--- config.mk ---
export PLATFORM = sky130hd
export DESIGN_NAME = insertion_sorter_core
export DESIGN_NICKNAME = d
export VERILOG_FILES = /design/src/rtl/ins_sort_pkg.sv /design/src/rtl/ins_sort_datapath.sv /design/src/rtl/ins_sort_ctrl.sv /design/src/rtl/insertion_sorter_core.sv
export SDC_FILE = /design/constraint.sdc
export NUM_CORES = 2
export LEC_CHECK = 0
export BUFFER_PORTS_ARGS = -buffer_cell sky130_fd_sc_hd__buf_2
export CAP_MARGIN = 40
export CORE_UTILIZATION = 53
export DETAILED_ROUTE_END_ITERATION = 10
export HOLD_SLACK_MARGIN = 0.05
export MAX_ROUTING_LAYER = met4
export PLACE_DENSITY = 0.71
export SYNTH_ARGS = -nofsm -noshare
export SYNTH_HDL_FRONTEND = slang
export SYNTH_SLANG_ARGS = --single-unit
--- constraint.sdc ---
create_clock -name i_clk -period 16.9 [get_ports i_clk]
set_clock_uncertainty 0.15 [all_clocks]
set_input_delay 4.225 -clock i_clk [delete_from_list [all_inputs] [get_ports i_clk]]
set_output_delay 4.225 -clock i_clk [all_outputs]
set_load 0.03 [all_outputs]
--- src/rtl/ins_sort_pkg.sv ---
`default_nettype none

package ins_sort_pkg;

    // Store depth and derived widths
    localparam int CAPACITY = 16;
    localparam int CNT_W    = $clog2(CAPACITY + 1);
    localparam int DATA_W   = 32;

    typedef logic signed [DATA_W-1:0] t_word;
    typedef logic [CNT_W-1:0]         t_count;

    // Controller to datapath
    typedef struct packed {
        logic insert;   // write the incoming value into the sorted store
        logic set_ovf;  // incoming value found the store full
        logic load_out; // move the head entry into the output register
    } t_dp_cmd;

    // Datapath to controller
    typedef struct packed {
        logic full;     // store holds CAPACITY entries
        logic one_left; // exactly one entry remains
    } t_dp_sts;

endpackage

`default_nettype wire

--- src/rtl/ins_sort_datapath.sv ---
`default_nettype none

module ins_sort_datapath (
    input  wire logic                 i_clk,
    input  wire logic                 i_rst_n,
    input  wire ins_sort_pkg::t_dp_cmd i_cmd,
    input  wire ins_sort_pkg::t_word   i_value,
    output ins_sort_pkg::t_dp_sts      o_sts,
    output ins_sort_pkg::t_word        o_sorted_value,
    output logic                       o_end_of_batch,
    output logic                       o_dropped
);
    import ins_sort_pkg::*;

    t_word  r_store [CAPACITY];
    t_word  n_store [CAPACITY];
    logic   [CAPACITY-1:0] w_gt;
    t_count r_count;
    logic   r_ovf;
    t_word  r_out_value;
    logic   r_out_end;
    logic   r_out_drop;

    // Entry i moves up when the new value goes below it, or when it is free
    always_comb begin
        for (int i = 0; i < CAPACITY; i++) begin
            w_gt[i] = (t_count'(i) >= r_count) || (i_value < r_store[i]);
        end
    end

    always_comb begin
        for (int i = 0; i < CAPACITY; i++) begin
            if (i_cmd.load_out) begin
                n_store[i] = (i < CAPACITY - 1) ? r_store[(i + 1) % CAPACITY] : r_store[i];
            end else if (i_cmd.insert && w_gt[i]) begin
                if (i > 0 && w_gt[(i + CAPACITY - 1) % CAPACITY]) begin
                    n_store[i] = r_store[(i + CAPACITY - 1) % CAPACITY];
                end else begin
                    n_store[i] = i_value;
                end
            end else begin
                n_store[i] = r_store[i];
            end
        end
    end

    always_ff @(posedge i_clk) begin
        r_store <= n_store;
    end

    always_ff @(posedge i_clk) begin
        if (!i_rst_n) begin
            r_count <= '0;
            r_ovf   <= 1'b0;
        end else begin
            if (i_cmd.insert) begin
                r_count <= r_count + t_count'(1);
            end else if (i_cmd.load_out) begin
                r_count <= r_count - t_count'(1);
            end
            if (i_cmd.set_ovf) begin
                r_ovf <= 1'b1;
            end else if (i_cmd.load_out && o_sts.one_left) begin
                r_ovf <= 1'b0;
            end
        end
    end

    always_ff @(posedge i_clk) begin
        if (i_cmd.load_out) begin
            r_out_value <= r_store[0];
            r_out_end   <= o_sts.one_left;
            r_out_drop  <= r_ovf;
        end
    end

    assign o_sts.full     = (r_count == t_count'(CAPACITY));
    assign o_sts.one_left = (r_count == t_count'(1));
    assign o_sorted_value = r_out_value;
    assign o_end_of_batch = r_out_end;
    assign o_dropped      = r_out_drop;

`ifndef SYNTHESIS
    a_count_in_range: assert property (@(posedge i_clk) disable iff (!i_rst_n)
        r_count <= t_count'(CAPACITY))
        else $error("entry count beyond capacity");

    a_no_pop_empty: assert property (@(posedge i_clk) disable iff (!i_rst_n)
        i_cmd.load_out |-> r_count != '0)
        else $error("pop from empty store");

    a_last_pop_clears: assert property (@(posedge i_clk) disable iff (!i_rst_n)
        i_cmd.load_out && o_sts.one_left |=> r_count == '0 && !r_ovf)
        else $error("batch state not cleared after final result");
`endif

endmodule

`default_nettype wire

--- src/rtl/ins_sort_ctrl.sv ---
`default_nettype none

module ins_sort_ctrl (
    input  wire logic                  i_clk,
    input  wire logic                  i_rst_n,
    input  wire logic                  i_in_valid,
    input  wire logic                  i_in_last,
    output logic                       o_in_ready,
    output logic                       o_out_valid,
    input  wire logic                  i_out_ready,
    input  wire ins_sort_pkg::t_dp_sts  i_sts,
    output ins_sort_pkg::t_dp_cmd       o_cmd
);
    import ins_sort_pkg::*;

    localparam logic S_FILL  = 1'b0;
    localparam logic S_DRAIN = 1'b1;

    logic r_state;
    logic n_state;
    logic r_out_valid;
    logic n_out_valid;
    logic w_in_acc;
    logic w_slot_free;

    assign o_in_ready  = (r_state == S_FILL);
    assign w_in_acc    = i_in_valid && o_in_ready;
    assign w_slot_free = !r_out_valid || i_out_ready;

    always_comb begin
        o_cmd.insert   = w_in_acc && !i_sts.full;
        o_cmd.set_ovf  = w_in_acc && i_sts.full;
        o_cmd.load_out = (r_state == S_DRAIN) && w_slot_free;
    end

    always_comb begin
        n_state = r_state;
        unique case (r_state)
            S_FILL: begin
                if (w_in_acc && i_in_last) begin
                    n_state = S_DRAIN;
                end
            end
            S_DRAIN: begin
                if (o_cmd.load_out && i_sts.one_left) begin
                    n_state = S_FILL;
                end
            end
            default: n_state = S_FILL;
        endcase
    end

    always_comb begin
        priority if (o_cmd.load_out) begin
            n_out_valid = 1'b1;
        end else if (i_out_ready) begin
            n_out_valid = 1'b0;
        end else begin
            n_out_valid = r_out_valid;
        end
    end

    always_ff @(posedge i_clk) begin
        if (!i_rst_n) begin
            r_state     <= S_FILL;
            r_out_valid <= 1'b0;
        end else begin
            r_state     <= n_state;
            r_out_valid <= n_out_valid;
        end
    end

    assign o_out_valid = r_out_valid;

`ifndef SYNTHESIS
    a_last_enters_drain: assert property (@(posedge i_clk) disable iff (!i_rst_n)
        w_in_acc && i_in_last |=> r_state == S_DRAIN)
        else $error("last request did not start drain");

    a_load_sets_valid: assert property (@(posedge i_clk) disable iff (!i_rst_n)
        o_cmd.load_out |=> r_out_valid)
        else $error("loaded result not presented");

    a_no_insert_in_drain: assert property (@(posedge i_clk) disable iff (!i_rst_n)
        r_state == S_DRAIN |-> !o_cmd.insert && !o_cmd.set_ovf)
        else $error("request taken while draining");
`endif

endmodule

`default_nettype wire

--- src/rtl/insertion_sorter_core.sv ---
`default_nettype none

// Batch insertion sorter.
// Input channel (s_axis): one signed 32-bit value per request; tlast marks
// the final value of a batch. Each value that finds room is inserted into a
// sorted register array of CAPACITY entries in the cycle it is accepted, so
// values stream in at one per cycle while filling. Ties keep arrival order.
// Output channel (m_axis): once the tlast request is taken, the batch leaves
// in ascending order, one result per cycle while m_axis_tready is high.
// tlast flags the final result, tuser is set on every result of a batch in
// which values were dropped because the store was already full.
// The tlast request moves the core to draining, which loads the head entry
// into the output register to present the first result. s_axis_tready is
// low while draining; a new batch may start the cycle after the last result
// is loaded, while that result still waits in the output register.
// Stall: a low m_axis_tready holds the output register and pauses the drain.
// Reset: empties the store, clears the overflow flag and the output valid.
module insertion_sorter_core (
    input  wire logic        i_clk,
    input  wire logic        i_rst_n,
    input  wire logic        s_axis_tvalid,
    output logic             s_axis_tready,
    input  wire logic [31:0] s_axis_tdata,  // [31:0] value
    input  wire logic        s_axis_tlast,  // is_last
    output logic             m_axis_tvalid,
    input  wire logic        m_axis_tready,
    output logic      [31:0] m_axis_tdata,  // [31:0] sorted_value
    output logic             m_axis_tlast,  // end_of_batch
    output logic             m_axis_tuser   // [0] dropped
);
    import ins_sort_pkg::*;

    t_dp_cmd w_cmd;
    t_dp_sts w_sts;
    t_word   w_sorted_value;

    // Sequencing: fill until the tlast request, then drain one entry per free slot
    ins_sort_ctrl u_ctrl (
        .i_clk       (i_clk),
        .i_rst_n     (i_rst_n),
        .i_in_valid  (s_axis_tvalid),
        .i_in_last   (s_axis_tlast),
        .o_in_ready  (s_axis_tready),
        .o_out_valid (m_axis_tvalid),
        .i_out_ready (m_axis_tready),
        .i_sts       (w_sts),
        .o_cmd       (w_cmd)
    );

    // Sorted register array, entry count, overflow flag and output register
    ins_sort_datapath u_dp (
        .i_clk          (i_clk),
        .i_rst_n        (i_rst_n),
        .i_cmd          (w_cmd),
        .i_value        (t_word'(s_axis_tdata)),
        .o_sts          (w_sts),
        .o_sorted_value (w_sorted_value),
        .o_end_of_batch (m_axis_tlast),
        .o_dropped      (m_axis_tuser)
    );

    assign m_axis_tdata = 32'(w_sorted_value);

endmodule

`default_nettype wire
==> impl_metrics.env <==
export IMPL_r2r_slack_ps=12670
export IMPL_die_area_um2=75500
export IMPL_hold_viol_final=0
export IMPL_yosysWarnings=0
export IMPL_ctsHoldBuffers=0
export IMPL_synth_main_ff_cell="edfxtp_1"
export IMPL_p_leak_nw=17.8
export IMPL_clk_transition_reported_paths_ps=60
export IMPL_cts_sinks=554
export IMPL_maxSlewViolCount=0
export IMPL_cts_root_buffer_cell="clkbuf_16"
export IMPL_hp_start="u_dp.r_store[491]"
export IMPL_post_drt_via_cell_ratio=5.96
export IMPL_p_comb_frac=0.338
export IMPL_initial_utilization=0.538
export IMPL_overflow=0
export IMPL_rr_startpoint="u_dp.r_store[479]"
export IMPL_crit_path_end_kind="flop"
export IMPL_power_frac_seq=0.412
export IMPL_grt_max_degree=244
export IMPL_reg2regPathDepth=11
export IMPL_route_detailed_drc=5
export IMPL_drt_initial_drc_count=2919
export IMPL_finalSetupViolCount=0
export IMPL_cts_buffers=66
export IMPL_final_cell_mix="edfxtp_1, inv_1, ha_1, nand2_1, mux2i_1"
export IMPL_cts_tree="done"
export IMPL_r2r_end="u_dp.r_store[455]"
export IMPL_synth_nets=4520
export IMPL_crit_type="in -> reg"
export IMPL_dr_pass1_iters=9
export IMPL_seq_area_frac_synth=0.420
export IMPL_irDropWorstVdd_uv=80.0
export IMPL_p_per_area_nw_per_um2=130
export IMPL_cts_resized=0
export IMPL_p_int_mw=3.59
export IMPL_die_x_um=275
export IMPL_avgSynthCellArea_um2=9.90
export IMPL_rows=99
export IMPL_cap_violations=0
export IMPL_syn_area_um2=39400
export IMPL_max_stage_delay_ps=810
export IMPL_synth_edf_count=546
export IMPL_outcome="finished, violations left"
export IMPL_gp_congestion=0.890
export IMPL_max_freq_ghz=0.126
export IMPL_violations="DRC"
export IMPL_postLayoutCoreUtil=0.585
export IMPL_cp_num_buf_inv=3
export IMPL_grt_pass1_wl_um=158000
export IMPL_p_sw_mw=1.98
export IMPL_slew_limit_headroom=0.318
export IMPL_track_usage=0.272
export IMPL_fin_tns_setup_ps=0
export IMPL_min_period_ps=7910
export IMPL_hold_path_class="reg -> reg"
export IMPL_wl_per_cell_um=20.0
export IMPL_final_antenna_net_count=0
export IMPL_final_common_cell="edfxtp_1"
export IMPL_antenna_cells=0
export IMPL_period_share=0.468
export IMPL_crit_start="s_axis_tdata[25]"
export IMPL_worstPathRequired_ps=17100
export IMPL_core_um2=73200
export IMPL_nets=4512
export IMPL_wirelength_um=99400
export IMPL_areaGrowthSynthToFinish_pct=8.61
export IMPL_syn_instance_count=3982
export IMPL_critPathMaxFanout=33
export IMPL_crit_chain="buf_2, ha_1, nand4_1, nor4_1, a221oi_1, o211ai_1, o21ai_0, a21boi_4, buf_4, o21ai_4, buf_12"
export IMPL_drive_gt1_frac=0.0799
export IMPL_post_cts_buffers=0
export IMPL_hold_path_depth=0
export IMPL_crit_path_top_delay_cell="nor4_1"
export IMPL_io_pins=73
export IMPL_clockBufferDepth=3
export IMPL_cpLargestDelayFamily="buffers and inverters"
export IMPL_synth_seq_cells=554
export IMPL_pwr_share_clk=0.250
export IMPL_tightest_slew_ps=1020
export IMPL_yosysUniqueCellTypes=72
export IMPL_start_kind="input pin"
export IMPL_dieHeight_um=275
export IMPL_synth_async_reset_ratio=0
export IMPL_place_hpwl_um=72700
export IMPL_io_buffers=72
export IMPL_rsz0062_at_grt="false"
export IMPL_clk_latency_ps=610
export IMPL_hold_end="u_dp.o_sorted_value[11]"
export IMPL_antenna_found_initial=0
export IMPL_cts_htree_levels=3
export IMPL_grt_pass1_vias=28700
export IMPL_p_sw_frac=0.355
export IMPL_routed_via_count=29700
export IMPL_crit_arrival_ps=8110
state kept, by name, summed over array words and instances (netlist names):
signal	cells
u_ctrl.o_out_valid	1
u_dp.r_count	5
u_dp.r_ovf	1
u_dp.o_dropped	1
u_dp.o_end_of_batch	1
u_dp.o_sorted_value	32
u_ctrl.r_state	1
u_dp.r_store	512
worst register-to-register path, stage by stage, from the launching register on:
cell and delay (ps):
edfxtp_1 380, inv_1 70, ha_1 450, nand4_1 230, nor4_1 800, a221oi_1 170
o211ai_1 250, o21ai_0 240, a21boi_4 150, buf_4 530, o21ai_4 280, buf_12 260
cell usage after synthesis (3+ instances only):
master / count / share of area
a211oi_1: 17 / 0.0032
mux2_2: 35 / 0.010
nand2b_1: 20 / 0.0032
a31oi_1: 7 / 0.0011
or3_1: 5 / 0.00079
a221oi_1: 15 / 0.0033
o211ai_1: 19 / 0.0036
edfxtp_1: 546 / 0.42
nor4_1: 11 / 0.0017
inv_1: 505 / 0.048
o31ai_1: 6 / 0.0011
clkbuf_1: 133 / 0.013
buf_2: 17 / 0.0022
nor2_1: 89 / 0.0085
a41oi_1: 3 / 0.00067
and2_1: 4 / 0.00063
o221ai_1: 68 / 0.015
a21o_1: 43 / 0.0082
xnor2_1: 3 / 0.00067
nand3_1: 130 / 0.017
nor3b_1: 3 / 0.00057
buf_6: 10 / 0.0029
o21a_1: 10 / 0.0019
buf_4: 18 / 0.0034
ha_1: 501 / 0.16
a22oi_1: 3 / 0.00057
buf_8: 3 / 0.0011
and3_1: 4 / 0.00063
dfxtp_1: 8 / 0.0041
nor2b_1: 20 / 0.0032
o221ai_2: 26 / 0.0099
a2111oi_0: 9 / 0.0020
nand2_1: 477 / 0.045
mux2i_1: 356 / 0.090
nand4_1: 70 / 0.011
o21ai_1: 106 / 0.013
o21ai_0: 348 / 0.044
or4_1: 5 / 0.00095
a21boi_0: 4 / 0.00076
and4_1: 15 / 0.0033
a21oi_1: 224 / 0.028
buf_1: 28 / 0.0027
nor3_1: 18 / 0.0023
how the worst max path moves through the flow:
stage	to	slack (ps)	depth (start not counted)
after floorplan	u_dp.r_store[320]	7910	10
after global placement	u_dp.r_store[453]	8100	11
after detailed placement	u_dp.r_store[452]	8470	11
after CTS	u_dp.r_store[479]	9080	11
after global routing	u_dp.r_store[288]	8840	11
final	u_dp.r_store[455]	8990	11
power groups by stage:
stage	Combinational [mW]	Sequential (mW)	Clock [mW]
2_1_floorplan	1.39	2.24	0
3_3_place_gp	1.77	2.30	0
3_5_place_dp	1.87	2.31	0
4_1_cts	1.88	2.29	1.41
5_1_grt	2.13	2.34	1.46
6_report	1.89	2.30	1.39
layout make-up:
cell class	count	area (µm²)
fill	6223	30400
multi-input combinational	2713	20200
sequential	554	16600
inverter	506	1910
clock buffer	78	1770
tap	959	1200
timing repair buffer	133	941
clock inverter	35	278
metal layers:
metal / wire (µm) / share of wire / global-route usage
met5: 0 / 0 / -
met4: 2370 / 0.024 / 0.0810
met3: 5190 / 0.052 / 0.0254
met2: 45600 / 0.46 / 0.423
met1: 46200 / 0.46 / 0.376
kinds of logic after synthesis:
group                      after synthesis  synth area share
buffers and inverters                  715            0.0731
and+or+nand+nor                        878             0.101
adders and majority gates              501             0.159
DFF                                    554             0.420
xor gates and xnor gates                 4          0.000889
muxes                                  393             0.101
AOI/OAI and AO/OA                      937             0.145
per-stage QoR:
step | total power, mW | instances | worst slack, ps | hold WS (ps) | instance area, µm²
finish | 5.57 | 4978 | 8990 | 336 | 42800
global route | 5.93 | 4978 | 8840 | 357 | 42800
CTS | 5.58 | 4977 | 9080 | 341 | 42800
detailed placement | 4.18 | 4864 | 8470 | 316 | 40800
global placement | 4.07 | 4857 | 8100 | 329 | 40600
floorplan | 3.63 | 3982 | 7910 | 259 | 39400
Note: power is estimated with default switching activity, not from simulation.
